==> src/rtl/lfu_pkg.sv <==
// Shared constants and control/status types for the LFU cache lookup.
`default_nettype none
package lfu_pkg;

  localparam int LINES       = 16;
  localparam int OFFSET_BITS = 4;
  localparam int ADDR_BITS   = 48;
  localparam int COUNT_BITS  = 16;
  localparam int TOTAL_BITS  = 32;
  localparam int CFG_BITS    = 5;
  localparam int IDX_BITS    = 4;
  localparam int TAG_BITS    = ADDR_BITS - OFFSET_BITS;

  localparam int IN_DATA_BITS  = ((ADDR_BITS + 7) / 8) * 8;
  localparam int OUT_RAW_BITS  = 2 + IDX_BITS + 3 * TOTAL_BITS;
  localparam int OUT_DATA_BITS = ((OUT_RAW_BITS + 7) / 8) * 8;

  localparam logic [CFG_BITS-1:0] LINES_RESET = CFG_BITS'(LINES);

  typedef struct packed {
    logic start;   // capture address, clear scan state
    logic step;    // examine one line
    logic commit;  // update line, totals and result word
  } lfu_cmd_t;

  typedef struct packed {
    logic match;   // line under scan is valid and holds the tag
    logic last;    // line under scan is the last active one
  } lfu_sts_t;

endpackage
`default_nettype wire

==> src/rtl/lfu_associative_cache_lookup.sv <==
// Top level of the LFU fully associative cache lookup.
//
//  Channel   Ports                              Contents (low bit up)
//  in        in_tvalid/in_tready/in_tdata       address[47:0]
//  out       out_tvalid/out_tready/out_tdata    hit, evicted, line_used[3:0],
//                                               hit_total, miss_total,
//                                               eviction_total, 2 pad bits
//  cfg       cfg_wen/cfg_wdata                  active_lines[4:0]
//
//  Each word passes through accept, a scan of 1 to N lines (N = active lines;
//  the scan stops at the first matching line) and then commit.
//  The scan reads one line per cycle from the line store.
//  Reset clears all lines to invalid, the totals to zero and active_lines to 16.
//  A result waiting on out_tready holds the next commit; a new address is
//  taken while the previous result waits.
`default_nettype none
module lfu_associative_cache_lookup (
  input  wire logic                                clk,
  input  wire logic                                rst_n,
  input  wire logic                                in_tvalid,
  output logic                                     in_tready,
  input  wire logic [lfu_pkg::IN_DATA_BITS-1:0]    in_tdata,   // address
  output logic                                     out_tvalid,
  input  wire logic                                out_tready,
  // hit, evicted, line_used, hit_total, miss_total, eviction_total
  output logic [lfu_pkg::OUT_DATA_BITS-1:0]        out_tdata,
  input  wire logic                                cfg_wen,
  input  wire logic [lfu_pkg::CFG_BITS-1:0]        cfg_wdata   // active_lines
);
  import lfu_pkg::*;

  lfu_cmd_t cmd;
  lfu_sts_t sts;

  lfu_ctrl u_ctrl (
    .clk        (clk),
    .rst_n      (rst_n),
    .in_tvalid  (in_tvalid),
    .in_tready  (in_tready),
    .out_tvalid (out_tvalid),
    .out_tready (out_tready),
    .sts        (sts),
    .cmd        (cmd)
  );

  lfu_dp u_dp (
    .clk       (clk),
    .rst_n     (rst_n),
    .address   (in_tdata[ADDR_BITS-1:0]),
    .cfg_wen   (cfg_wen),
    .cfg_wdata (cfg_wdata),
    .cmd       (cmd),
    .sts       (sts),
    .out_word  (out_tdata)
  );

endmodule
`default_nettype wire

==> src/rtl/lfu_ctrl.sv <==
// Controller: sequences accept, line scan and commit, and owns the result handshake.
`default_nettype none
module lfu_ctrl (
  input  wire logic              clk,
  input  wire logic              rst_n,
  input  wire logic              in_tvalid,
  output logic                   in_tready,
  output logic                   out_tvalid,
  input  wire logic              out_tready,
  input  wire lfu_pkg::lfu_sts_t sts,
  output lfu_pkg::lfu_cmd_t      cmd
);
  import lfu_pkg::*;

  typedef enum logic [1:0] {
    ST_IDLE,
    ST_SCAN,
    ST_COMMIT
  } state_t;

  state_t state_r, state_nxt;
  logic   out_valid_r, out_valid_nxt;

  always_comb begin
    in_tready  = (state_r == ST_IDLE);
    out_tvalid = out_valid_r;
    cmd.start  = in_tready && in_tvalid;
    cmd.step   = (state_r == ST_SCAN);
    // hold the commit while the previous word is still waiting
    cmd.commit = (state_r == ST_COMMIT) && (!out_valid_r || out_tready);
  end

  always_comb begin
    state_nxt     = state_r;
    out_valid_nxt = out_valid_r;
    if (out_tready) begin
      out_valid_nxt = 1'b0;
    end
    unique case (state_r)
      ST_IDLE: begin
        if (cmd.start) begin
          state_nxt = ST_SCAN;
        end
      end
      ST_SCAN: begin
        if (sts.match || sts.last) begin
          state_nxt = ST_COMMIT;
        end
      end
      ST_COMMIT: begin
        if (cmd.commit) begin
          state_nxt     = ST_IDLE;
          out_valid_nxt = 1'b1;
        end
      end
      default: state_nxt = ST_IDLE;
    endcase
  end

  always_ff @(posedge clk) begin
    if (!rst_n) begin
      state_r     <= ST_IDLE;
      out_valid_r <= 1'b0;
    end else begin
      state_r     <= state_nxt;
      out_valid_r <= out_valid_nxt;
    end
  end

endmodule
`default_nettype wire

==> src/rtl/lfu_dp.sv <==
// Datapath: line store, scan for match/empty/victim, totals and result register.
`default_nettype none
module lfu_dp (
  input  wire logic                               clk,
  input  wire logic                               rst_n,
  input  wire logic [lfu_pkg::ADDR_BITS-1:0]      address,
  input  wire logic                               cfg_wen,
  input  wire logic [lfu_pkg::CFG_BITS-1:0]       cfg_wdata,
  input  wire lfu_pkg::lfu_cmd_t                  cmd,
  output lfu_pkg::lfu_sts_t                       sts,
  output logic [lfu_pkg::OUT_DATA_BITS-1:0]       out_word
);
  import lfu_pkg::*;

  localparam logic [COUNT_BITS-1:0] COUNT_MAX = '1;
  localparam logic [TOTAL_BITS-1:0] TOTAL_MAX = '1;

  logic [CFG_BITS-1:0]   active_lines_r;
  logic [LINES-1:0]      line_valid_r;
  logic [TAG_BITS-1:0]   line_tag_r   [LINES];
  logic [COUNT_BITS-1:0] line_count_r [LINES];

  logic [TAG_BITS-1:0]   tag_r;
  logic [IDX_BITS-1:0]   idx_r;
  logic                  hit_r;
  logic [IDX_BITS-1:0]   hit_idx_r;
  logic                  have_empty_r;
  logic [IDX_BITS-1:0]   empty_idx_r;
  logic                  have_victim_r;
  logic [IDX_BITS-1:0]   victim_idx_r;
  logic [COUNT_BITS-1:0] victim_count_r;

  logic [TOTAL_BITS-1:0] hits_r, misses_r, evictions_r;

  logic                  res_hit_r, res_evicted_r;
  logic [IDX_BITS-1:0]   res_line_r;

  logic [CFG_BITS-1:0]   lines_lim;
  logic                  cur_valid;
  logic [COUNT_BITS-1:0] cur_count;
  logic [IDX_BITS-1:0]   used_idx;
  logic                  evict;

  // clamp the active line count to 1..LINES
  always_comb begin
    priority if (active_lines_r == '0) begin
      lines_lim = CFG_BITS'(1);
    end else if (active_lines_r > CFG_BITS'(LINES)) begin
      lines_lim = CFG_BITS'(LINES);
    end else begin
      lines_lim = active_lines_r;
    end
  end

  always_comb begin
    cur_valid = line_valid_r[idx_r];
    cur_count = line_count_r[idx_r];
    sts.match = cur_valid && (line_tag_r[idx_r] == tag_r);
    sts.last  = ({1'b0, idx_r} == (lines_lim - CFG_BITS'(1)));
    evict     = !hit_r && !have_empty_r;
    priority if (hit_r) begin
      used_idx = hit_idx_r;
    end else if (have_empty_r) begin
      used_idx = empty_idx_r;
    end else begin
      used_idx = victim_idx_r;
    end
  end

  always_ff @(posedge clk) begin
    if (!rst_n) begin
      active_lines_r <= LINES_RESET;
    end else if (cfg_wen) begin
      active_lines_r <= cfg_wdata;
    end
  end

  // scan state
  always_ff @(posedge clk) begin
    if (!rst_n) begin
      idx_r         <= '0;
      hit_r         <= 1'b0;
      have_empty_r  <= 1'b0;
      have_victim_r <= 1'b0;
    end else if (cmd.start) begin
      idx_r         <= '0;
      hit_r         <= 1'b0;
      have_empty_r  <= 1'b0;
      have_victim_r <= 1'b0;
    end else if (cmd.step) begin
      idx_r <= idx_r + IDX_BITS'(1);
      if (cur_valid) begin
        if (sts.match) begin
          hit_r <= 1'b1;
        end else if (!have_victim_r || (cur_count < victim_count_r)) begin
          have_victim_r <= 1'b1;
        end
      end else begin
        have_empty_r <= 1'b1;
      end
    end
  end

  always_ff @(posedge clk) begin
    if (cmd.start) begin
      tag_r <= address[ADDR_BITS-1:OFFSET_BITS];
    end
    if (cmd.step) begin
      if (cur_valid) begin
        if (sts.match) begin
          hit_idx_r <= idx_r;
        end else if (!have_victim_r || (cur_count < victim_count_r)) begin
          victim_idx_r   <= idx_r;
          victim_count_r <= cur_count;
        end
      end else begin
        empty_idx_r <= idx_r;
      end
    end
  end

  // line store and totals
  always_ff @(posedge clk) begin
    if (!rst_n) begin
      line_valid_r <= '0;
      hits_r       <= '0;
      misses_r     <= '0;
      evictions_r  <= '0;
    end else if (cmd.commit) begin
      if (hit_r) begin
        if (hits_r != TOTAL_MAX) begin
          hits_r <= hits_r + TOTAL_BITS'(1);
        end
      end else begin
        line_valid_r[used_idx] <= 1'b1;
        if (misses_r != TOTAL_MAX) begin
          misses_r <= misses_r + TOTAL_BITS'(1);
        end
        if (evict && (evictions_r != TOTAL_MAX)) begin
          evictions_r <= evictions_r + TOTAL_BITS'(1);
        end
      end
    end
  end

  always_ff @(posedge clk) begin
    if (cmd.commit) begin
      if (hit_r) begin
        if (line_count_r[used_idx] != COUNT_MAX) begin
          line_count_r[used_idx] <= line_count_r[used_idx] + COUNT_BITS'(1);
        end
      end else begin
        line_tag_r[used_idx]   <= tag_r;
        line_count_r[used_idx] <= COUNT_BITS'(1);
      end
      res_hit_r     <= hit_r;
      res_evicted_r <= evict;
      res_line_r    <= used_idx;
    end
  end

  // totals are read after the commit edge, so they already include this word
  assign out_word = OUT_DATA_BITS'({evictions_r, misses_r, hits_r,
                                    res_line_r, res_evicted_r, res_hit_r});

endmodule
`default_nettype wire
==> config.mk <==
export PLATFORM = sky130hd
export DESIGN_NAME = lfu_associative_cache_lookup
export DESIGN_NICKNAME = d
export VERILOG_FILES = /design/src/rtl/lfu_pkg.sv /design/src/rtl/lfu_associative_cache_lookup.sv /design/src/rtl/lfu_ctrl.sv /design/src/rtl/lfu_dp.sv
export SDC_FILE = /design/constraint.sdc
export NUM_CORES = 1
export LEC_CHECK = 0
export ABC_CLOCK_PERIOD_IN_PS = 6500
export BUFFER_PORTS_ARGS = -buffer_cell sky130_fd_sc_hd__buf_2
export CAP_MARGIN = 10
export CORE_MARGIN = 4
export CORE_UTILIZATION = 35
export CTS_CLUSTER_DIAMETER = 60
export DETAILED_ROUTE_END_ITERATION = 8
export MAX_ROUTING_LAYER = met4
export PLACE_DENSITY_LB_ADDON = 0.2
export REMOVE_ABC_BUFFERS = 1
export SYNTH_ARGS = -nofsm -noshare
export SYNTH_HDL_FRONTEND = slang
export SYNTH_SLANG_ARGS = --single-unit
==> constraint.sdc <==
create_clock -name clk -period 6.5 [get_ports clk]
set_input_delay 0.325 -clock clk [delete_from_list [all_inputs] [get_ports clk]]
set_output_delay 0.325 -clock clk [all_outputs]
set_load 0.02 [all_outputs]
==> flow_summary.json, run 1 <==
{
  "finClkSkew_ns": 0.0618,
  "grt_pass1_vias": 28777,
  "max_freq_ghz": 0.180,
  "numCtsBuffers": 137,
  "dieWidth_um": 383,
  "power_per_cell_area_mw_per_mm2": 285,
  "ys.flop_type": "edfxtp_1",
  "synth.distinct_cells": 72,
  "grt-ovfl-total": 0,
  "final_cell_mix": "edfxtp_1, mux4_2, nand2_1, mux2i_1, buf_2",
  "nNetsFinal": 3301,
  "syn_inst": 2905,
  "drtIter0Drc": 2095,
  "post_cts_buffers": 0,
  "grt_pass1_wl_um": 194000,
  "yosys_warnings": 0,
  "arrival_ns": 6.05,
  "synth_async_sr_flop_share": 0,
  "layout.cells.non_filler": 5206,
  "start_kind": "register",
  "wl_per_cell_um": 25.2,
  "die_h_um": 383,
  "cts_resized": 0,
  "grt_usage": 0.183,
  "rows": 137,
  "hp-start": "rst_n",
  "crit_start": "u_dp.have_empty_r",
  "cp_slowest_cell": "o31ai_4",
  "drc_errors": 0,
  "ys_ff_latch": 1169,
  "criticalPathCategory": "reg -> reg",
  "final_common_cell": "edfxtp_1",
  "first_pass_iters": 5,
  "via_per_inst": 5.33,
  "avgSynthCellArea_um2": 16.9,
  "io_buffers": 157,
  "report.final.slew_viol_count": 0,
  "hold_path.class": "in -> reg",
  "dr_total_vias": 27756,
  "status": "finished, final reports clean",
  "cp_max_fo": 26,
  "postRouteAntennaNets": 0,
  "core_area_mm2": 0.139,
  "max_cap_violations": 0,
  "gp_congestion": 0.810,
  "cpMostUsedCell": "buf_4",
  "setup_viol": 0,
  "critPathCaptureType": "register",
  "hold_viol": 0,
  "utilization": 0.414,
  "required_ns": 6.99,
  "finalCritPeriodShare": 0.856,
  "clock-sinks": 1169,
  "grt_max_degree": 68,
  "fin_crit_ns": 5.56,
  "wl_um": 131000,
  "irDropWorstVdd_mv": 0.200,
  "h-tree-depth": 4,
  "area_growth_pct": 17.6,
  "reg2reg_from": "u_dp.have_empty_r",
  "crit_chain": "mux2i_1, o21a_2, inv_2, buf_4, and3_1, o32ai_1, nor3_1, buf_4, inv_1, ha_1, o221a_2, nand4_1, o31ai_4, nor3_2, buf_4",
  "io_pins": 164,
  "synth_edf_count": 1038,
  "ys_seq_area_frac": 0.688,
  "cts_tree": "built",
  "nFillCells": 12395,
  "rsz0062_at_grt": "no",
  "dieArea_mm2": 0.146,
  "antenna_found_initial": 2,
  "clk_latency_ns": 0.79,
  "worst_pin_slew_ns": 1.08,
  "dp.cells": 4903,
  "slew_headroom": 0.259,
  "root_buffer": "clkbuf_16",
  "clk_transition_reported_paths_ns": 0.06,
  "critPathTopFamily": "compound AO/OA/AOI/OAI gates",
  "slowest_delay_ns": 0.91,
  "layout-drive-gt1-share": 0.242,
  "netlist_area_mm2": 0.0491,
  "cts_max_path_buffers": 3,
  "leakagePower_uw": 0.0189,
  "initial_core_util": 0.352,
  "dpl.hpwl_um": 77300,
  "crit_buf_inv": 5
}
[sequential cells by signal (all words and copies together), names as in the netlist, 2 cells and up, named ones only]
signal	count
u_ctrl.state_r	2
u_dp.active_lines_r	5
u_dp.empty_idx_r	4
u_dp.evictions_r	32
u_dp.hit_idx_r	4
u_dp.hits_r	32
u_dp.idx_r	4
u_dp.line_count_r	256
u_dp.line_tag_r	704
u_dp.line_valid_r	16
u_dp.misses_r	32
u_dp.res_line_r	4
u_dp.tag_r	44
u_dp.victim_count_r	16
u_dp.victim_idx_r	4
[synthesized netlist by cell type (29+ instances only)]
cell type,n,share of area
mux2i_1,173,0.035
xor2_1,31,0.0055
and3_1,43,0.0055
nor2_1,88,0.0067
inv_1,38,0.0029
buf_4,36,0.0055
buf_2,42,0.0043
clkbuf_1,47,0.0036
nor3_1,47,0.0048
nand2_1,217,0.017
o21ai_0,34,0.0035
nand4_1,46,0.0059
edfxtp_1,1038,0.63
xnor2_1,93,0.017
dfxtp_1,131,0.053
nand3_1,80,0.0082
mux4_2,245,0.11
and2_1,81,0.010
mux2_2,29,0.0067
[kinds of logic (layout without fill, tap and decap cells)]
kind of cell               count (synthesis)  count (layout)  synth area share
DFF                                     1169            1169             0.688
and+or+nand+nor                          715             715            0.0740
muxes                                    448             448             0.155
AOI/OAI and AO/OA                        241             241            0.0365
buffers and inverters                    186             608            0.0192
xor gates and xnor gates                 124             124            0.0221
adders and majority gates                 21              21           0.00535
other                                      1               4         0.0000764
[power breakdown]
part	switching, uW	internal [uW]
clock network	3200	4330
logic	328	258
registers	92.6	8230
total	3620	12800
[path summary, 6_finish.rpt]
path | depth (start not counted) | to | slack (ns)
worst max register to register | 15 | u_dp.line_count_r[10][8] | 0.94
worst min register to register | 1 | u_dp.line_valid_r[10] | 0.46
worst min-delay path | 2 | u_dp.line_valid_r[2] | 0.13
worst max-delay path | 15 | u_dp.line_count_r[10][8] | 0.94
[worst reg2reg max path, stage by stage, from the launching register on]
cell and delay (ns):
dfxtp_1 0.55, mux2i_1 0.24, o21a_2 0.61, inv_2 0.46
buf_4 0.43, and3_1 0.21, o32ai_1 0.26, nor3_1 0.08
buf_4 0.16, inv_1 0.05, ha_1 0.16, o221a_2 0.24
nand4_1 0.34, o31ai_4 0.91, nor3_2 0.28, buf_4 0.29
[layout make-up]
cell class | instances | area, um2 | area share
sequential | 1169 | 33800 | 0.586
multi-input combinational | 1551 | 14600 | 0.253
clock buffer | 159 | 3560 | 0.0617
tap | 1876 | 2350 | 0.0407
timing repair buffer | 320 | 2310 | 0.0401
clock inverter | 86 | 947 | 0.0164
inverter | 43 | 164 | 0.00284
antenna | 2 | 5.00 | 0.0000867
[what timing repair did]
action	4_1_cts	5_1_grt
hold endpoints to repair	51	0
setup endpoints to repair	0	0
hold buffers	56	0
[routing by layer]
layer / up-vias / track usage / part of all wire
met5: - / - / 0
met4: 0 / 0.0513 / 0.024
met3: 223 / 0.0299 / 0.049
met2: 783 / 0.304 / 0.50
met1: 14572 / 0.234 / 0.42
li1: 12178 / - / -
[stage by stage]
stage               power (uW)  cell area, um2  setup WS [ns]  setup TNS, ns  hold slack (ns)
finish                   16400           57700          0.936              0            0.128
global route             17000           57700          0.668              0            0.124
CTS                      16700           57700          0.949              0           0.0685
detailed placement        9040           52700          0.994              0            0.450
global placement          9020           52700          0.971              0            0.443
floorplan                 8880           48300          -5.63        -188.92            0.387
Power figures use the tool's default switching activity.
==> run 2, diff against run 1 <==
==> constraint.sdc (replaced) <==
create_clock -name clk -period 6.5 [get_ports clk]
set_input_delay 1.3 -clock clk [delete_from_list [all_inputs] [get_ports clk]]
set_output_delay 1.3 -clock clk [all_outputs]
set_load 0.02 [all_outputs]
==> flow_summary.json, run 2 (synthesis results as in run 1) <==
{
  "drtIter0Drc": 1994,
  "regMostFlops": "u_dp.line_tag_r",
  "initial_core_util": 0.352,
  "arrival_ns": 5.83,
  "holdPathStages": 1,
  "cts_max_path_buffers": 3,
  "seqPwrFrac": 0.503,
  "max_freq_ghz": 0.187,
  "nNetsFinal": 3245,
  "hold_path.class": "reg -> reg",
  "wl_per_cell_um": 25.3,
  "final_common_cell": "edfxtp_1",
  "postRouteAntennaNets": 0,
  "h-tree-depth": 4,
  "criticalPathCategory": "reg -> reg",
  "via_per_inst": 5.32,
  "critPathCaptureType": "register",
  "worst_pin_slew_ns": 1.21,
  "hp-start": "u_dp.line_valid_r[10]",
  "die_h_um": 383,
  "hold_ws_ns": 0.465,
  "start_kind": "register",
  "leakagePower_uw": 0.0187,
  "wl_um": 130000,
  "io_buffers": 157,
  "irDropWorstVdd_mv": 0.205,
  "core_area_mm2": 0.139,
  "reg2reg_slack_ns": 1.15,
  "largest_reg_flops": 704,
  "grt-ovfl-total": 0,
  "power_per_cell_area_mw_per_mm2": 289,
  "grt_pass1_vias": 28724,
  "gp_congestion": 0.817,
  "rows": 137,
  "reg.largest.list": "u_dp.line_tag_r (704), u_dp.line_count_r (256), u_dp.tag_r (44)",
  "layout.cells.non_filler": 5160,
  "grt_max_degree": 99,
  "max_cap_violations": 0,
  "layout-drive-gt1-share": 0.242,
  "grt_pass1_wl_um": 192000,
  "cts_hold_buffers": 0,
  "drc_errors": 0,
  "setup_viol": 0,
  "post_cts_buffers": 0,
  "reg2reg_depth": 13,
  "area_growth_pct": 16.6,
  "clock-sinks": 1169,
  "utilization": 0.411,
  "stdcell_area_mm2": 0.0572,
  "finalCritPeriodShare": 0.823,
  "dr_total_vias": 27456,
  "grt_usage": 0.182,
  "holdPathEnd": "u_dp.line_valid_r[10]",
  "cts_resized": 0,
  "final_cell_mix": "edfxtp_1, mux4_2, nand2_1, mux2i_1, buf_2",
  "cts_tree": "built",
  "first_pass_iters": 7,
  "status": "finished, final reports clean",
  "root_buffer": "clkbuf_16",
  "clk_latency_ns": 0.77,
  "place_area_mm2": 0.0526,
  "cp_max_fo": 47,
  "r2r-end": "u_dp.line_count_r[7][3]",
  "fin_crit_ns": 5.35,
  "dieWidth_um": 383,
  "dpl.hpwl_um": 76500,
  "required_ns": 6.98,
  "combPwrFrac": 0.034,
  "report.final.slew_viol_count": 0,
  "clock_power_share": 0.463,
  "netSwitchingFraction": 0.220,
  "reg2reg_from": "u_dp.hit_r",
  "io_pins": 164,
  "dieArea_mm2": 0.146,
  "slew_headroom": 0.194,
  "numCtsBuffers": 138,
  "clk_transition_reported_paths_ns": 0.06,
  "antenna_found_initial": 4,
  "hold_viol": 0,
  "rsz0062_at_grt": "no",
  "p_sw_uw": 3630,
  "power.internal_uw": 12900,
  "finClkSkew_ns": 0.0632,
  "dp.cells": 4902
}
==> run 2: worst max path at each step <==
stage,start,to,slack [ns],cells after the start
6_report,u_dp.hit_r,u_dp.line_count_r[7][3],1.15,13
5_1_grt,u_dp.hit_r,u_dp.line_count_r[7][1],0.91,13
4_1_cts,u_dp.have_empty_r,u_dp.line_count_r[7][1],1.18,12
3_5_place_dp,u_dp.have_empty_r,u_dp.line_count_r[7][12],1.23,12
3_3_place_gp,u_dp.have_empty_r,u_dp.line_count_r[7][12],1.29,12
2_1_floorplan,register,u_dp.victim_count_r[0],-5.63,9
==> run 2: per-layer routing <==
| metal | share of wire | up-vias | GRT usage |
|---|---|---|---|
| met1 | 0.43 | 14449 | 0.232 |
| met4 | 0.024 | 0 | 0.0520 |
| met2 | 0.50 | 727 | 0.303 |
| li1 | - | 12077 | - |
| met3 | 0.045 | 203 | 0.0266 |
| met5 | 0 | - | - |
==> run 2: layout make-up <==
type                       instances  area, um2
clock buffer                     178       3680
timing repair buffer             263       1720
inverter                          43        164
multi-input combinational       1551      14600
antenna                            3       7.51
fill                           12434      82100
tap                             1876       2350
sequential                      1169      33800
clock inverter                    77        917
==> run 2: power groups by stage <==
stage,logic (uW),clock network [uW],registers [uW]
detailed placement,563,0,8480
floorplan,400,0,8480
finish,555,7660,8320
global route,606,8180,8330
global placement,553,0,8470
CTS,565,7850,8320
==> run 2: through the flow <==
step | worst slack, ns | setup TNS (ns) | total power [uW]
2_1_floorplan | -5.63 | -188.92 | 8880
3_3_place_gp | 1.29 | 0 | 9020
3_5_place_dp | 1.23 | 0 | 9040
4_1_cts | 1.18 | 0 | 16700
5_1_grt | 0.909 | 0 | 17100
6_report | 1.15 | 0 | 16500
==> run 2: critical path, cell delays in order (launching register included) <==
cell      delay [ns]
dfxtp_1         0.37
buf_4           0.25
nand2b_1        0.25
o21ai_4         0.11
inv_4           0.52
buf_4           0.58
nand2_1         0.10
and3_1          0.18
o32ai_1         0.63
o22ai_1         0.16
or4_4           0.50
o31ai_4         0.80
nor3_2          0.30
buf_4           0.29
